[config.mk]
export PLATFORM = sky130hd
export DESIGN_NAME = rtc_calendar_device_core
export DESIGN_NICKNAME = d
export VERILOG_FILES = /design/src/rtl/rtccal_pkg.sv /design/src/rtl/rtccal_leap.sv /design/src/rtl/rtccal_core.sv /design/src/rtl/rtc_calendar_device_core.sv
export SDC_FILE = /design/constraint.sdc
export NUM_CORES = 1
export LEC_CHECK = 0
export BUFFER_PORTS_ARGS = -buffer_cell sky130_fd_sc_hd__buf_4
export CAP_MARGIN = 20
export CORE_UTILIZATION = 55
export CTS_CLUSTER_DIAMETER = 50
export DETAILED_ROUTE_END_ITERATION = 8
export PLACE_DENSITY = 0.72
export SYNTH_ARGS = -nofsm -noshare
export SYNTH_HDL_FRONTEND = slang
export SYNTH_SLANG_ARGS = --single-unit
export TNS_END_PERCENT = 10
[constraint.sdc]
create_clock -name clk -period 16.2 [get_ports clk]
set_input_delay 3.24 -clock clk [delete_from_list [all_inputs] [get_ports clk]]
set_output_delay 3.24 -clock clk [all_outputs]
set_load 0.1 [all_outputs]
[src/rtl/rtccal_pkg.sv]
// shared types, register codes and calendar helpers for the rtc calendar block
package rtccal_pkg;

  // operation codes
  localparam logic [1:0] OP_TICK  = 2'd0;
  localparam logic [1:0] OP_READ  = 2'd1;
  localparam logic [1:0] OP_WRITE = 2'd2;

  // register map
  localparam logic [3:0] REG_SEC     = 4'd0;
  localparam logic [3:0] REG_MIN     = 4'd1;
  localparam logic [3:0] REG_HOUR    = 4'd2;
  localparam logic [3:0] REG_DAY     = 4'd3;
  localparam logic [3:0] REG_MONTH   = 4'd4;
  localparam logic [3:0] REG_YEAR    = 4'd5;
  localparam logic [3:0] REG_CTRL    = 4'd6;
  localparam logic [3:0] REG_STATUS  = 4'd7;
  localparam logic [3:0] REG_AL_SEC  = 4'd8;
  localparam logic [3:0] REG_AL_MIN  = 4'd9;
  localparam logic [3:0] REG_AL_HOUR = 4'd10;
  localparam logic [3:0] REG_AL_EN   = 4'd11;
  localparam logic [3:0] REG_PERIOD  = 4'd12;
  localparam logic [3:0] REG_RESET   = 4'd13;

  // control bit positions
  localparam int CTRL_EN   = 0;
  localparam int CTRL_HALT = 1;
  localparam int CTRL_TM   = 2;
  localparam int CTRL_PIE  = 3;
  localparam int CTRL_AIE  = 4;

  // status bit positions
  localparam int ST_INV = 0;
  localparam int ST_AF  = 1;
  localparam int ST_PF  = 2;

  // calendar limits
  localparam logic [15:0] YEAR_MAX   = 16'd9999;
  localparam logic [13:0] YEAR_RESET = 14'd2000;
  localparam logic [7:0]  SEC_MAX    = 8'd59;
  localparam logic [7:0]  HOUR_MAX   = 8'd23;
  localparam logic [7:0]  MONTH_MAX  = 8'd12;
  localparam logic [15:0] UNKNOWN_RD = 16'h00ff;

  // one accepted item
  typedef struct packed {
    logic [1:0]  opcode;
    logic [3:0]  reg_index;
    logic [15:0] write_data;
    logic        wide_access;
  } item_t;

  // one result item
  typedef struct packed {
    logic [15:0] read_data;
    logic        irq_raise;
    logic        write_rejected;
  } result_t;

  // days in a month, zero for a month number that is out of range
  function automatic logic [4:0] month_days(input logic [3:0] month, input logic leap);
    logic [4:0] d;
    unique case (month) inside
      4'd1, 4'd3, 4'd5, 4'd7, 4'd8, 4'd10, 4'd12: d = 5'd31;
      4'd4, 4'd6, 4'd9, 4'd11:                    d = 5'd30;
      4'd2:                                       d = leap ? 5'd29 : 5'd28;
      default:                                    d = 5'd0;
    endcase
    return d;
  endfunction

  // alarm compare on the enabled fields, never matches with none enabled
  function automatic logic alarm_match(input logic [2:0] en,
                                       input logic [5:0] s, input logic [5:0] m,
                                       input logic [4:0] h, input logic [5:0] as,
                                       input logic [5:0] am, input logic [4:0] ah);
    logic hit;
    hit = (en != 3'd0);
    if (en[0] && (s != as)) hit = 1'b0;
    if (en[1] && (m != am)) hit = 1'b0;
    if (en[2] && (h != ah)) hit = 1'b0;
    return hit;
  endfunction

endpackage

[src/rtl/rtccal_leap.sv]
// gregorian leap year test using a reciprocal multiply for the century split
module rtccal_leap (
  input  logic [13:0] year,
  output logic        leap
);
  import rtccal_pkg::*;

  logic [26:0] prod;
  logic [7:0]  cent;
  logic [14:0] cent_x100;
  logic [13:0] rem100;

  // year / 100 as (year * 5243) >> 19, exact over 14 bits
  assign prod      = {13'd0, year} * 27'd5243;
  assign cent      = prod[26:19];
  assign cent_x100 = {7'd0, cent} * 15'd100;
  assign rem100    = year - cent_x100[13:0];

  // divisible by 4, and not a century unless the century is divisible by 4
  assign leap = (year[1:0] == 2'd0) && ((rem100 != 14'd0) || (cent[1:0] == 2'd0));

endmodule

[src/rtl/rtccal_core.sv]
// clock, calendar, alarm and period state with the per-item update logic
module rtccal_core (
  input  logic               clk,
  input  logic               rst,
  input  logic               fire,
  input  rtccal_pkg::item_t   item,
  output rtccal_pkg::result_t result
);
  import rtccal_pkg::*;

  logic [5:0]  seconds, seconds_next;
  logic [5:0]  minutes, minutes_next;
  logic [4:0]  hours, hours_next;
  logic [4:0]  day_of_month, day_of_month_next;
  logic [3:0]  month_number, month_number_next;
  logic [13:0] year_number, year_number_next;
  logic [7:0]  control_bits, control_bits_next;
  logic [2:0]  status_flags, status_flags_next;
  logic [5:0]  alarm_seconds, alarm_seconds_next;
  logic [5:0]  alarm_minutes, alarm_minutes_next;
  logic [4:0]  alarm_hours, alarm_hours_next;
  logic [2:0]  alarm_enables, alarm_enables_next;
  logic [7:0]  period_length, period_length_next;
  logic [7:0]  period_countdown, period_countdown_next;
  logic        previous_match, previous_match_next;

  logic [7:0]  wv;
  logic [15:0] year_cand;
  logic        year_wr;
  logic [13:0] leap_year_in;
  logic        leap;
  logic [4:0]  dim_cur;
  logic [4:0]  dim_new_month;
  logic        time_cur_ok;
  logic        date_cur_ok;
  logic        wr_ok;
  logic        run;
  logic [7:0]  interval;
  logic [7:0]  count;
  logic        match;

  assign wv        = item.write_data[7:0];
  assign year_cand = item.wide_access ? item.write_data : {2'b00, year_number[13:8], wv};
  assign year_wr   = (item.opcode == OP_WRITE) && (item.reg_index == REG_YEAR);

  // one leap unit, fed with the candidate year on a year write
  assign leap_year_in = year_wr ? year_cand[13:0] : year_number;

  rtccal_leap u_leap (
    .year (leap_year_in),
    .leap (leap)
  );

  // range checks on the current time and date
  assign dim_cur       = month_days(month_number, leap);
  assign dim_new_month = month_days(wv[3:0], leap);
  assign time_cur_ok   = ({2'b00, seconds} <= SEC_MAX) && ({2'b00, minutes} <= SEC_MAX) &&
                         ({3'b000, hours} <= HOUR_MAX);
  assign date_cur_ok   = ({2'b00, year_number} <= YEAR_MAX) && (month_number != 4'd0) &&
                         ({4'd0, month_number} <= MONTH_MAX) && (day_of_month != 5'd0) &&
                         (day_of_month <= dim_cur);
  assign run           = control_bits[CTRL_EN] && !control_bits[CTRL_HALT] &&
                         !control_bits[CTRL_TM];
  assign interval      = (period_length != 8'd0) ? period_length : 8'd1;

  // next state and result for the item in hand
  always_comb begin
    seconds_next          = seconds;
    minutes_next          = minutes;
    hours_next            = hours;
    day_of_month_next     = day_of_month;
    month_number_next     = month_number;
    year_number_next      = year_number;
    control_bits_next     = control_bits;
    status_flags_next     = status_flags;
    alarm_seconds_next    = alarm_seconds;
    alarm_minutes_next    = alarm_minutes;
    alarm_hours_next      = alarm_hours;
    alarm_enables_next    = alarm_enables;
    period_length_next    = period_length;
    period_countdown_next = period_countdown;
    previous_match_next   = previous_match;
    result                = '0;
    wr_ok                 = 1'b1;
    count                 = period_countdown;
    match                 = 1'b0;

    unique case (item.opcode)
      OP_TICK: begin
        if (run) begin
          // carry chain through the calendar
          if (seconds >= 6'd59) begin
            seconds_next = 6'd0;
            if (minutes >= 6'd59) begin
              minutes_next = 6'd0;
              if (hours >= 5'd23) begin
                hours_next = 5'd0;
                if (day_of_month >= dim_cur) begin
                  day_of_month_next = 5'd1;
                  if (month_number >= 4'd12) begin
                    month_number_next = 4'd1;
                    if ({2'b00, year_number} >= YEAR_MAX) year_number_next = 14'd0;
                    else year_number_next = year_number + 14'd1;
                  end else begin
                    month_number_next = month_number + 4'd1;
                  end
                end else begin
                  day_of_month_next = day_of_month + 5'd1;
                end
              end else begin
                hours_next = hours + 5'd1;
              end
            end else begin
              minutes_next = minutes + 6'd1;
            end
          end else begin
            seconds_next = seconds + 6'd1;
          end
          // period countdown
          if (control_bits[CTRL_PIE]) begin
            if (count == 8'd0) count = interval;
            count = count - 8'd1;
            if (count == 8'd0) begin
              status_flags_next[ST_PF] = 1'b1;
              result.irq_raise         = 1'b1;
              count                    = interval;
            end
            period_countdown_next = count;
          end
          // alarm edge
          match = alarm_match(alarm_enables, seconds_next, minutes_next, hours_next,
                              alarm_seconds, alarm_minutes, alarm_hours);
          if (match && !previous_match) begin
            status_flags_next[ST_AF] = 1'b1;
            if (control_bits[CTRL_AIE]) result.irq_raise = 1'b1;
          end
          previous_match_next = match;
        end
      end
      OP_READ: begin
        unique case (item.reg_index)
          REG_SEC:     result.read_data = {10'd0, seconds};
          REG_MIN:     result.read_data = {10'd0, minutes};
          REG_HOUR:    result.read_data = {11'd0, hours};
          REG_DAY:     result.read_data = {11'd0, day_of_month};
          REG_MONTH:   result.read_data = {12'd0, month_number};
          REG_YEAR:    result.read_data = item.wide_access ? {2'b00, year_number}
                                                           : {8'd0, year_number[7:0]};
          REG_CTRL:    result.read_data = {8'd0, control_bits};
          REG_STATUS:  result.read_data = {13'd0, status_flags};
          REG_AL_SEC:  result.read_data = {10'd0, alarm_seconds};
          REG_AL_MIN:  result.read_data = {10'd0, alarm_minutes};
          REG_AL_HOUR: result.read_data = {11'd0, alarm_hours};
          REG_AL_EN:   result.read_data = {13'd0, alarm_enables};
          REG_PERIOD:  result.read_data = {8'd0, period_length};
          default:     result.read_data = UNKNOWN_RD;
        endcase
      end
      OP_WRITE: begin
        unique case (item.reg_index)
          REG_SEC: begin
            wr_ok = (wv <= SEC_MAX) && time_cur_ok && date_cur_ok;
            if (wr_ok) seconds_next = wv[5:0];
          end
          REG_MIN: begin
            wr_ok = (wv <= SEC_MAX) && time_cur_ok && date_cur_ok;
            if (wr_ok) minutes_next = wv[5:0];
          end
          REG_HOUR: begin
            wr_ok = (wv <= HOUR_MAX) && time_cur_ok && date_cur_ok;
            if (wr_ok) hours_next = wv[4:0];
          end
          REG_DAY: begin
            wr_ok = time_cur_ok && ({2'b00, year_number} <= YEAR_MAX) &&
                    (month_number != 4'd0) && ({4'd0, month_number} <= MONTH_MAX) &&
                    (wv != 8'd0) && (wv <= {3'b000, dim_cur});
            if (wr_ok) day_of_month_next = wv[4:0];
          end
          REG_MONTH: begin
            wr_ok = time_cur_ok && ({2'b00, year_number} <= YEAR_MAX) &&
                    (wv != 8'd0) && (wv <= MONTH_MAX) && (day_of_month != 5'd0) &&
                    (day_of_month <= dim_new_month);
            if (wr_ok) month_number_next = wv[3:0];
          end
          REG_YEAR: begin
            wr_ok = (year_cand <= YEAR_MAX) && (month_number != 4'd0) &&
                    ({4'd0, month_number} <= MONTH_MAX) && (day_of_month != 5'd0) &&
                    (day_of_month <= dim_cur);
            if (wr_ok) year_number_next = year_cand[13:0];
          end
          REG_CTRL:    control_bits_next  = wv;
          REG_STATUS:  status_flags_next  = status_flags & ~wv[2:0];
          REG_AL_SEC: begin
            wr_ok = (wv <= SEC_MAX);
            if (wr_ok) alarm_seconds_next = wv[5:0];
          end
          REG_AL_MIN: begin
            wr_ok = (wv <= SEC_MAX);
            if (wr_ok) alarm_minutes_next = wv[5:0];
          end
          REG_AL_HOUR: begin
            wr_ok = (wv <= HOUR_MAX);
            if (wr_ok) alarm_hours_next = wv[4:0];
          end
          REG_AL_EN:   alarm_enables_next = wv[2:0];
          REG_PERIOD: begin
            period_length_next    = wv;
            period_countdown_next = (wv != 8'd0) ? wv : 8'd1;
          end
          REG_RESET: begin
            seconds_next          = 6'd0;
            minutes_next          = 6'd0;
            hours_next            = 5'd0;
            day_of_month_next     = 5'd1;
            month_number_next     = 4'd1;
            year_number_next      = YEAR_RESET;
            control_bits_next     = 8'd0;
            status_flags_next     = 3'd0;
            alarm_seconds_next    = 6'd0;
            alarm_minutes_next    = 6'd0;
            alarm_hours_next      = 5'd0;
            alarm_enables_next    = 3'd0;
            period_length_next    = 8'd0;
            period_countdown_next = 8'd1;
            previous_match_next   = 1'b0;
          end
          default: result.write_rejected = 1'b1;
        endcase
        // known registers other than reset: flag a bad value or resync the alarm edge
        if (item.reg_index <= REG_PERIOD) begin
          if (!wr_ok) begin
            status_flags_next[ST_INV] = 1'b1;
            result.write_rejected     = 1'b1;
          end else begin
            previous_match_next = alarm_match(alarm_enables_next, seconds_next,
                                              minutes_next, hours_next,
                                              alarm_seconds_next, alarm_minutes_next,
                                              alarm_hours_next);
          end
        end
      end
      default: ;
    endcase
  end

  // state registers
  always_ff @(posedge clk) begin
    if (rst) begin
      seconds          <= 6'd0;
      minutes          <= 6'd0;
      hours            <= 5'd0;
      day_of_month     <= 5'd1;
      month_number     <= 4'd1;
      year_number      <= YEAR_RESET;
      control_bits     <= 8'd0;
      status_flags     <= 3'd0;
      alarm_seconds    <= 6'd0;
      alarm_minutes    <= 6'd0;
      alarm_hours      <= 5'd0;
      alarm_enables    <= 3'd0;
      period_length    <= 8'd0;
      period_countdown <= 8'd1;
      previous_match   <= 1'b0;
    end else if (fire) begin
      seconds          <= seconds_next;
      minutes          <= minutes_next;
      hours            <= hours_next;
      day_of_month     <= day_of_month_next;
      month_number     <= month_number_next;
      year_number      <= year_number_next;
      control_bits     <= control_bits_next;
      status_flags     <= status_flags_next;
      alarm_seconds    <= alarm_seconds_next;
      alarm_minutes    <= alarm_minutes_next;
      alarm_hours      <= alarm_hours_next;
      alarm_enables    <= alarm_enables_next;
      period_length    <= period_length_next;
      period_countdown <= period_countdown_next;
      previous_match   <= previous_match_next;
    end
  end

endmodule

[src/rtl/rtc_calendar_device_core.sv]
// top level of the rtc calendar block: input register, state core, result register
//
// Usage: each item on the slave stream is a one-second tick, a register read or a
// register write; s_tuser carries the operation code and s_tdata the register
// number, write value and access width. Every item gives exactly one result item
// on the master stream with the read value, an interrupt flag for ticks and a
// rejected flag for writes.
// Flow: an accepted item is registered in the input register, processed against
// the clock state by the core and its result is captured in the result register,
// from which it is presented; while the result register is full and m_tready is
// low, the item waits in the input register.
// Throughput: one item per clock while m_tready is high; the whole update of the
// calendar, alarm and period countdown for an item is done combinationally between
// the input register and the result register.
// Reset: rst clears both stages and sets the time to 2000-01-01 00:00:00 with all
// control, status, alarm and period registers at their defaults.
// Stall: while m_tready is low the result is held; one more item can still be
// taken into the input register, after which s_tready stays low until the
// result is taken.
module rtc_calendar_device_core (
  input  logic        clk,
  input  logic        rst,
  input  logic        s_tvalid,
  output logic        s_tready,
  input  logic [23:0] s_tdata,  // reg_index[3:0], write_data[19:4], wide_access[20], zero pad
  input  logic [1:0]  s_tuser,  // opcode[1:0]
  output logic        m_tvalid,
  input  logic        m_tready,
  output logic [23:0] m_tdata   // read_data[15:0], irq_raise[16], write_rejected[17], zero pad
);
  import rtccal_pkg::*;

  logic    in_valid;
  item_t   in_item;
  logic    out_valid;
  result_t out_result;
  result_t core_result;
  logic    adv;
  logic    s_fire;

  assign adv      = in_valid && (!out_valid || m_tready);
  assign s_tready = !in_valid || adv;
  assign s_fire   = s_tvalid && s_tready;

  // input register
  always_ff @(posedge clk) begin
    if (rst) begin
      in_valid <= 1'b0;
    end else if (s_fire) begin
      in_valid <= 1'b1;
    end else if (adv) begin
      in_valid <= 1'b0;
    end
  end

  always_ff @(posedge clk) begin
    if (s_fire) begin
      in_item.opcode      <= s_tuser;
      in_item.reg_index   <= s_tdata[3:0];
      in_item.write_data  <= s_tdata[19:4];
      in_item.wide_access <= s_tdata[20];
    end
  end

  rtccal_core u_core (
    .clk    (clk),
    .rst    (rst),
    .fire   (adv),
    .item   (in_item),
    .result (core_result)
  );

  // result register
  always_ff @(posedge clk) begin
    if (rst) begin
      out_valid <= 1'b0;
    end else if (adv) begin
      out_valid <= 1'b1;
    end else if (m_tready) begin
      out_valid <= 1'b0;
    end
  end

  always_ff @(posedge clk) begin
    if (adv) begin
      out_result <= core_result;
    end
  end

  assign m_tvalid = out_valid;
  assign m_tdata  = {6'd0, out_result.write_rejected, out_result.irq_raise,
                     out_result.read_data};

endmodule
After elaboration in Yosys (flattened, before gate mapping)
Cells that the tools add are included.

Flip-flop bits (word level): 131. Output and inout port bits: 26. Bits of input ports: 30.

Mux-type cells: 119. Add/subtract/negate cells: 8. Eq/ne operators: 62. $mul: 2. $lt $le $gt $ge: 19. Bitwise operators: 2. Reduce and logical (&&, ||, !) cells: 80.

Operators with widths (count): 16-bit case mux with 13 select lines (1); 14-bit two-way mux (10); 6-bit two-way mux (17); 5-bit two-way mux (16); 8-bit two-way mux (9); 6-bit case mux with 2 select lines (6); 4-bit equality test (second input constant) (16); 8-bit case mux with 2 select lines (4); 14-bit case mux with 2 select lines (2); 5-bit case mux with 2 select lines (5); 4-bit by 3-bit equality test with 1-bit output (second input constant) (12); 1-bit logical AND (36); 1-bit two-way mux (30); 5-bit case mux with 3 select lines (2); 4-bit two-way mux (7); 14-bit by 13-bit multiplier with 27-bit output (second input constant) (1); 4-bit by 2-bit equality test with 1-bit output (second input constant) (6); 3-bit != test (second input constant) (8); 6-bit != test (4); 2-bit by 1-bit != test with 1-bit output (second input constant) (9); 16-bit by 14-bit less-or-equal comparator with 1-bit output (second input constant) (1); 8-bit logical NOT (2); 16-bit two-way mux (1); 4-bit case mux with 2 select lines (2); 54 further kinds (85).

Depth between registers and ports, before layout
Gate-level depths: netlist of the first run.

Word-level depth: 25. Depth in mapped cells: 63. Gate-level depth less buffers: 61.

Cells and area by module
From an unflattened synthesis of the first run, not the netlist that was laid out.

Cell total of the unflattened synthesis: 1733. Area total of the unflattened synthesis: 14213.6 um^2.

Modules (own cells, without submodules): rtccal_core (area each 8420.6 um^2, cells each 1201, seq. area each 1761.7 um^2, times used 1); rtccal_leap (area each 4409.2 um^2, cells each 474, seq. area each 0.0 um^2, times used 1); rtc_calendar_device_core (area each 1383.8 um^2, cells each 58, seq. area each 1271.2 um^2, times used 1).

Worst setup path before layout of the first run
Ideal clock, no wire load.

Path kind: reg2reg. From: reg in_item[20] (netlist bit). To: reg u_core.previous_match. Period minus slack after synthesis: 11.694 ns. Arrival time: 11.571 ns. Cell stages (with the launch flop): 56. Slack: 4.506 ns. Path through: edfxtp_1 buf_6 nand4bb_1 nor2_2 mux2i_1 inv_1 ha_1 ha_1 inv_1 fa_1 fa_1 fa_1 inv_1 ha_1 nand4_1 nor4_1 o21ai_1 a31oi_1 (+20 left out) and2_1 a31oi_1 a311oi_1 a21oi_1 ha_1 nor2b_1 o21ai_0 nand2b_1 a21oi_1 nor2b_1 o22ai_1 and3_1 nor2_1 nand3_1 nor3_1 or4bb_1 o41a_1 o31ai_2.

Word-level cells in the longest chain between the ends: 25.

Ends and longest elaborated chain: start, declared (RTL line rtc_calendar_device_core.sv:34) `item_t in_item;`; 4-bit by 3-bit equality test with 1-bit output (RTL line rtccal_core.sv:44, rtccal_core.sv:160); 1-bit logical AND (RTL line rtccal_core.sv:44) `assign year_wr = (item.opcode == OP_WRITE) && (item.reg_index == REG_YEAR);`; 14-bit two-way mux (RTL line rtccal_core.sv:47) `assign leap_year_in = year_wr ? year_cand[13:0] : year_number;`; 14-bit by 13-bit multiplier with 27-bit output (RTL line rtccal_leap.sv:14) `assign prod = {13'd0, year} * 27'd5243;`; 8-bit by 5-bit multiplier with 12-bit output (RTL line rtccal_leap.sv:16) `assign cent_x100 = {7'd0, cent} * 15'd100;`; 14-bit subtractor (RTL line rtccal_leap.sv:17) `assign rem100 = year - cent_x100[13:0];`; 14-bit nonzero test (RTL line rtccal_leap.sv:20) `assign leap = (year[1:0] == 2'd0) && ((rem100 != 14'd0) || (cent[1:0] == 2'd0));`; 1-bit logical OR (RTL line rtccal_leap.sv:20); (+9 left out); 6-bit != test (RTL line rtccal_pkg.sv:79) `if (en[0] && (s != as)) hit = 1'b0;`; 1-bit logical AND (RTL line rtccal_pkg.sv:79); 1-bit two-way mux (RTL line rtccal_pkg.sv:79); 1-bit two-way mux (RTL line rtccal_pkg.sv:80) `if (en[1] && (m != am)) hit = 1'b0;`; 1-bit two-way mux (RTL line rtccal_pkg.sv:81) `if (en[2] && (h != ah)) hit = 1'b0;`; 1-bit two-way mux (RTL line rtccal_core.sv:231) `if (!wr_ok) begin`; 1-bit two-way mux (*) (RTL line rtccal_core.sv:230) `if (item.reg_index <= REG_PERIOD) begin`; 1-bit case mux with 2 select lines (*) (RTL line rtccal_core.sv:88) `unique case (item.opcode)`; end signal, assigned (RTL line rtccal_core.sv:279) `previous_match <= previous_match_next;`; end, declared (RTL line rtccal_core.sv:25) `logic previous_match, previous_match_next;`.

Every way passes the cells marked *; elsewhere a longest branch is shown, timed or not. The select of a mux whose other input is x is not followed. A chain may end at the register's enable or synchronous reset.

Worst setup path after layout of the first run
Same ends and word-level chain as after synthesis.

==> impl_summary.txt, run 1 <==
----------------------------------------------------
[Layout]
  Most common cell after layout, fill and taps aside ... sky130_fd_sc_hd__nor2_1
  Inserted Diodes ... 0
  Filler cell count ... 2,318
  Syn-to-layout area delta ... 7.797%
  Post-layout nets ... 2,020
  Top library cells by usage in the layout, fill and taps aside ... sky130_fd_sc_hd__nor2_1, sky130_fd_sc_hd__inv_1, sky130_fd_sc_hd__ha_1
  Fraction of final layout cells with drive strength greater than 1 ... 7.667%

[Routing]
  Remaining number of nets flagged by the antenna check after routing ... 0
  Detailed-routed wire length on met2 ... 18.63 mm
  Iteration-0 DRC Markers ... 1,828
  Post-route DRC violation count ... 0
  Vias after detailed routing ... 13,680
  Total iterations of the first detailed-routing run ... 6
  Final wirelength ... 43.46 mm
  Routed met1 length ... 19.09 mm
  Highest signal layer in the routed design ... met4
  Routed len/inst ... 20.41 um
  Vias per Instance ... 6.421
  Met3 Routed Length ... 4.211 mm

[CTS]
  Post-CTS Resized ... 0
  Buffers inserted during post-CTS setup optimization ... 0
  Root Buffer ... sky130_fd_sc_hd__clkbuf_16
  Number of H-tree levels ... 4
  Clock tree from TritonCTS ... built
  CTS Buffer Depth ... 2
  TritonCTS Buffers ... 17
  Reg clk slew, reported paths ... 0.07 ns
  Clock insertion delay at the later pin of the skew report ... 0.44 ns
  Num Clock Sinks ... 129
  Count of hold buffers inserted by post-cts repair ... 0

[Worst setup path]
  Buffer and inverter count on the worst path ... 6
  Data arrival, critical path ... 14.25 ns
  Data required time of the worst path ... 16.52 ns
  Library cell appearing most often on the critical path ... sky130_fd_sc_hd__ha_1
  Slowest stage delay, CP ... 0.70 ns
  Endpoint class of the critical path ... flop
  Slowest stage cell on the critical path ... sky130_fd_sc_hd__mux2i_1
  CP startpoint kind ... flop
  Crit. path cell count ... 55
  CP top delay family ... adder cells
  R2r worst-path depth ... 55
  Critical path type ... reg2reg
  Biggest fanout along the worst timing path ... 36

[GRT]
  First-pass GRT wire length ... 69.41 mm
  Pin count of the biggest net entering global routing ... 92
  Overflow left after global routing ... 0
  Initial antenna violation count ... 0
  Number of global-route vias before repair ... 12,640
  Overall global routing resource usage ... 33.76%

[Pwr]
  Net switching power ... 0.9180 mW
  Sequential group share of total power ... 18.2%
  VDD IR-drop max ... 0.1989 mV
  Static leakage power ... 6.460 nW
  Fraction of power spent switching nets ... 47.39%
  Internal power contribution ... 1.019 mW
  Power Density ... 127.1 mW/mm2
  Clock network power share ... 19.0%
  Part of the total power dissipated in combinational logic ... 62.8%

[Die]
  I/O pin count ... 56
  Chip width ... 162.3 um
  Initial core utilization ... 56.14%
  Area of the die ... 0.02635 mm2
  Vert. Die Dim ... 162.3 um
  Placeable Area ... 0.02518 mm2
  Number of cell rows ... 58

[Logic synthesis]
  Mapped cell area ... 0.01414 mm2
  Unique masters post-synth ... 93
  Mean post-synth cell area ... 7.898 um2
  Total number of yosys warnings ... 0
  Post-synthesis cell count ... 1,790
  Number of flops mapped to enable cells by yosys ... 39
  Part of the Yosys area used for sequential elements ... 21.03%
  Async S/R FF share, synth ... 0%
  Most used DFF post-synth ... sky130_fd_sc_hd__dfxtp_1
  Number of synthesized register bits ... 129

[Timing]
  Hold WS ... 0.4541 ns
  Slew margin rel. ... 28.57%
  Shortest clock period the worst path allows after layout ... 13.93 ns
  Final setup violating endpoints ... 0
  Final critical-path share of the clock period ... 86.01%
  Sum Neg Setup Slack ... 0 ns
  Actual slew at the worst max-slew pin ... 1.042 ns
  Hold Vio Cnt, Final ... 0
  Achievable clock frequency ... 71.77 MHz
  Number of pins with negative max-slew slack in the final report ... 0
  Fin Clk Skew ... 0.01707 ns
  Setup repair after global routing missed its margin ... false

[Placed design]
  Estimated wirelength of the detail-placed design ... 32.73 mm
  Port-buffer cells ... 44
  Final estimated routing congestion in global placement ... 0.9774

[Min path]
  Cell depth of the worst min-delay path ... 2
  Worst hold path type ... reg2reg

[Status]
  Result of the run ... complete, no violations

[Run]
  Number of max-cap violations ... 0

----------------------------------------------------
==> final timing paths <==
path / slack (ns) / to / start
setup reg to reg: 2.27 / u_core.previous_match$_SDFFE_PP0P_ / in_item[20]$_DFFE_PP_
hold reg to reg: 0.45 / u_core.control_bits[7]$_SDFFE_PP0P_ / u_core.control_bits[7]$_SDFFE_PP0P_
setup / recovery: 2.27 / u_core.previous_match$_SDFFE_PP0P_ / in_item[20]$_DFFE_PP_
hold / removal: 0.45 / u_core.control_bits[7]$_SDFFE_PP0P_ / u_core.control_bits[7]$_SDFFE_PP0P_
==> area by class of cell <==
cell class / count / area (um2) / area share (%)
clock buffers: 19 / 454.2 / 2.980
clock inverters: 13 / 100.1 / 0.6568
inverters: 154 / 578.1 / 3.793
multi-input cells: 1412 / 10150 / 66.63
flip-flops and latches: 129 / 2973 / 19.51
well taps: 330 / 412.9 / 2.709
repair buffers: 73 / 568.0 / 3.727
==> Yosys cell counts, types with 14 or more instances <==
cell | instances | area (um2)
sky130_fd_sc_hd__and2_1 | 20 | 125.1
sky130_fd_sc_hd__a22oi_1 | 29 | 217.7
sky130_fd_sc_hd__nor4_1 | 17 | 106.4
sky130_fd_sc_hd__nor2b_1 | 26 | 162.7
sky130_fd_sc_hd__nor3_1 | 35 | 175.2
sky130_fd_sc_hd__xnor2_1 | 55 | 481.7
sky130_fd_sc_hd__a21oi_1 | 123 | 615.6
sky130_fd_sc_hd__and3_1 | 27 | 168.9
sky130_fd_sc_hd__o21ai_0 | 113 | 565.5
sky130_fd_sc_hd__xor2_1 | 19 | 166.4
sky130_fd_sc_hd__dfxtp_1 | 90 | 1802
sky130_fd_sc_hd__a211oi_1 | 29 | 217.7
sky130_fd_sc_hd__a22o_1 | 14 | 122.6
sky130_fd_sc_hd__nand2b_1 | 14 | 87.58
sky130_fd_sc_hd__nand2_1 | 146 | 548.0
sky130_fd_sc_hd__edfxtp_1 | 39 | 1171
sky130_fd_sc_hd__nor2_1 | 174 | 653.1
sky130_fd_sc_hd__mux2i_1 | 25 | 250.2
sky130_fd_sc_hd__ha_1 | 148 | 1852
sky130_fd_sc_hd__a31oi_1 | 26 | 162.7
sky130_fd_sc_hd__o31ai_1 | 20 | 150.1
sky130_fd_sc_hd__clkbuf_1 | 86 | 322.8
sky130_fd_sc_hd__nand3_1 | 81 | 405.4
sky130_fd_sc_hd__a21o_1 | 21 | 157.7
sky130_fd_sc_hd__inv_1 | 150 | 563.0
sky130_fd_sc_hd__fa_1 | 55 | 1101
==> worst reg2reg max path: cells and delay by family (launching register included) <==
family                   cells  cell delay, ns
AO/OA/AOI/OAI               17            3.17
XOR/XNOR                     3            0.63
multiplexers                 1            0.70
AND/OR/NAND/NOR             16            3.77
buffers and inverters        6            0.81
flip-flops                   1            0.35
adder cells (fa/ha/maj)     12            4.41
==> per-layer routing <==
layer	up-vias	track usage (%)
li1	6426	-
met1	6418	48.00
met2	722	50.02
met3	110	6.384
met4	0	13.51
met5	-	0
==> cells by family after synthesis <==
kind of cell | share of synthesized area (%)
buffers and inverters | 7.408
multiplexers | 2.549
AO/OA/AOI/OAI | 23.38
flip-flops | 21.03
adder cells (fa/ha/maj) | 21.03
other | 0.02653
AND/OR/NAND/NOR | 19.83
XOR/XNOR | 4.744
==> power groups by stage <==
stage / clock network, mW / logic (mW) / registers (mW)
floorplan: 0 / 0.936 / 0.369
detailed placement: 0 / 1.19 / 0.360
CTS: 0.371 / 1.20 / 0.353
global route: 0.386 / 1.34 / 0.354
finish: 0.367 / 1.22 / 0.353
global placement: 0 / 1.17 / 0.359
==> sequential cells by signal (all words and copies together) (netlist names) <==
signal and flops:
in_item 23, in_valid 1, m_tdata 16, m_tvalid 1
u_core.alarm_enables 3, u_core.alarm_hours 5, u_core.alarm_minutes 6, u_core.alarm_seconds 6
u_core.control_bits 8, u_core.day_of_month 5, u_core.hours 5, u_core.minutes 6
u_core.month_number 4, u_core.period_countdown 8, u_core.period_length 8, u_core.previous_match 1
u_core.seconds 6, u_core.status_flags 3, u_core.year_number 14
==> per-stage QoR <==
| stage | instances | setup WS (ns) | total power [mW] | instance area [um2] | utilization [%] |
|---|---|---|---|---|---|
| 2_1_floorplan | 1797 | 4.506 | 1.305 | 14160 | - |
| 3_3_place_gp | 2097 | 2.582 | 1.531 | 14660 | 58.21 |
| 3_5_place_dp | 2097 | 2.471 | 1.546 | 14660 | 58.21 |
| 4_1_cts | 2129 | 2.436 | 1.919 | 15210 | 60.41 |
| 5_1_grt | 2130 | 1.396 | 2.083 | 15240 | 60.52 |
| 6_report | 2130 | 2.266 | 1.937 | 15240 | 60.52 |
No activity file was read; power rests on OpenSTA's default activity.
==> run 2: changes to the inputs <==
- BUFFER_PORTS_ARGS: -buffer_cell sky130_fd_sc_hd__buf_4 -> unset
- DONT_BUFFER_PORTS: unset -> 1
- PLACE_DENSITY: 0.72 -> unset
- PLACE_DENSITY_LB_ADDON: unset -> 0.1
==> run 2 against run 1 <==
Utilization down 1.2 points. Highest routed layer unchanged. Sequential power increased by 4%. Flip-flop and latch count is the same. Wire length is 1.6% higher. Largest cell class unchanged. Critical endpoint unchanged. Cell count decreased by 2.1%.
==> impl_summary.txt, run 2 (same netlist as run 1, synthesis figures left out) <==
----------------------------------------------------
[Timing]
  Hold Vio Cnt, Final ... 0
  Shortest clock period the worst path allows after layout ... 14.48 ns
  Setup repair after global routing missed its margin ... false
  Post-layout worst setup margin ... 1.716 ns
  Final setup violating endpoints ... 0
  Fin Clk Skew ... 0.01255 ns
  Number of pins with negative max-slew slack in the final report ... 0
  Final critical-path share of the clock period ... 89.41%
  Achievable clock frequency ... 69.04 MHz
  Hold WS ... 0.4491 ns
  Actual slew at the worst max-slew pin ... 1.060 ns
  Slew margin rel. ... 29.33%
  Sum Neg Setup Slack ... 0 ns

[Routing]
  Vias per Instance ... 6.465
  Vias after detailed routing ... 13,490
  Post-route DRC violation count ... 0
  Routed len/inst ... 21.16 um
  Final wirelength ... 44.14 mm
  Total iterations of the first detailed-routing run ... 5
  Iteration-0 DRC Markers ... 1,499
  Remaining number of nets flagged by the antenna check after routing ... 0

[GRT]
  Met1 track utilization from global routing ... 49.94%
  GR Layer Usage met3 ... 6.512%
  Pin count of the biggest net entering global routing ... 92
  GR Util met2 ... 51.07%
  Number of global-route vias before repair ... 12,650
  Initial antenna violation count ... 0
  First-pass GRT wire length ... 70.19 mm
  GRT Max-Usage Layer ... met2
  Overall global routing resource usage ... 34.36%
  Overflow left after global routing ... 0

[CTS]
  Post-CTS Resized ... 0
  Clock tree from TritonCTS ... built
  Root Buffer ... sky130_fd_sc_hd__clkbuf_16
  Clock insertion delay at the later pin of the skew report ... 0.43 ns
  Num Clock Sinks ... 129
  Count of hold buffers inserted by post-cts repair ... 0
  Number of H-tree levels ... 4
  Buffers inserted during post-CTS setup optimization ... 0
  Reg clk slew, reported paths ... 0.07 ns
  CTS Buffer Depth ... 2
  TritonCTS Buffers ... 17

[Worst setup path]
  Biggest fanout along the worst timing path ... 31
  Library cell appearing most often on the critical path ... sky130_fd_sc_hd__ha_1
  Slowest stage cell on the critical path ... sky130_fd_sc_hd__mux2i_1
  Data required time of the worst path ... 16.51 ns
  CP startpoint kind ... flop
  Endpoint class of the critical path ... flop
  Slowest stage delay, CP ... 0.77 ns
  Data arrival, critical path ... 14.80 ns
  Critical path type ... reg2reg

[Die]
  Number of cell rows ... 58
  Placeable Area ... 0.02518 mm2
  Vert. Die Dim ... 162.3 um
  Chip width ... 162.3 um
  I/O pin count ... 56
  Initial core utilization ... 56.14%
  Area of the die ... 0.02635 mm2

[Layout]
  Util after Layout ... 59.31%
  Post-layout nets ... 1,976
  Top library cells by usage in the layout, fill and taps aside ... sky130_fd_sc_hd__nor2_1, sky130_fd_sc_hd__inv_1, sky130_fd_sc_hd__ha_1
  Area used by sequential logic in the layout ... 0.002973 mm2
  Flip-flop count of the largest register after layout ... 23
  Syn-to-layout area delta ... 5.638%
  Filler cell count ... 2,339
  Fraction of final layout cells with drive strength greater than 1 ... 5.410%
  Area of the multi-input gates ... 0.01015 mm2
  Most common cell after layout, fill and taps aside ... sky130_fd_sc_hd__nor2_1
  Register with the most flip-flops ... in_item
  Inserted Diodes ... 0

[Pwr]
  Static leakage power ... 6.277 nW
  VDD IR-drop max ... 0.1573 mV
  Power Density ... 131.4 mW/mm2
  Post-layout power ... 1.963 mW

[Placed design]
  Port-buffer cells ... 0
  Final estimated routing congestion in global placement ... 0.9660
  Estimated wirelength of the detail-placed design ... 33.12 mm
  Dpl ws ... 1.972 ns

[Run]
  Number of max-cap violations ... 0

[Min path]
  Worst hold path type ... reg2reg

[Status]
  Result of the run ... complete, no violations

----------------------------------------------------
[run 2: cell types whose count changed in the layout (fill, tap and decap cells not counted), sizes merged]
cell      before  now
clkinv         5    2
bufinv         0    1
clkinvlp       3    0
inv          159  164
buf           73   29
[run 2: path summary, 6_finish.rpt]
check / startpoint / endpoint / slack (ns) / cells after the start
max: in_item[22]$_DFFE_PP_ / u_core.previous_match$_SDFFE_PP0P_ / 1.72 / 57
min: u_core.control_bits[7]$_SDFFE_PP0P_ / u_core.control_bits[7]$_SDFFE_PP0P_ / 0.45 / 2
max reg2reg: in_item[22]$_DFFE_PP_ / u_core.previous_match$_SDFFE_PP0P_ / 1.72 / 57
min reg2reg: u_core.control_bits[7]$_SDFFE_PP0P_ / u_core.control_bits[7]$_SDFFE_PP0P_ / 0.45 / 2
[run 2: worst max-delay path: cells and delay by family, from the launching register on]
family | cells | cell delay [ns]
XOR/XNOR | 3 | 0.62
AO/OA/AOI/OAI | 17 | 3.25
buffers and inverters | 8 | 1.09
flip-flops | 1 | 0.61
adder cells (fa/ha/maj) | 12 | 4.46
AND/OR/NAND/NOR | 16 | 3.54
multiplexers | 1 | 0.77
[run 2: layout make-up]
cell class / count / area share (%)
sequential: 129 / 19.91
clock buffer: 19 / 3.108
timing repair buffer: 29 / 1.458
multi-input combinational: 1412 / 67.99
inverter: 154 / 3.871
tap: 330 / 2.765
clock inverter: 13 / 0.9048
[run 2: where the power goes]
group	total (mW)	switching (mW)	internal, mW
clock network	0.404	0.173	0.231
registers	0.367	0.0254	0.342
logic	1.19	0.728	0.464
total	1.96	0.926	1.04
[run 2: per-stage QoR]
step / instance area [um2] / instances
final: 14930 / 2086
after global routing: 14930 / 2086
after CTS: 14930 / 2086
after detailed placement: 14340 / 2054
after global placement: 14340 / 2054
after floorplan: 14160 / 1797
[run 2: metal layers]
layer | vias to the layer above | routed length [um]
met2 | 664 | 18510
met1 | 6378 | 20380
li1 | 6349 | -
met5 | - | 0
met4 | 0 | 1188
met3 | 94 | 4064
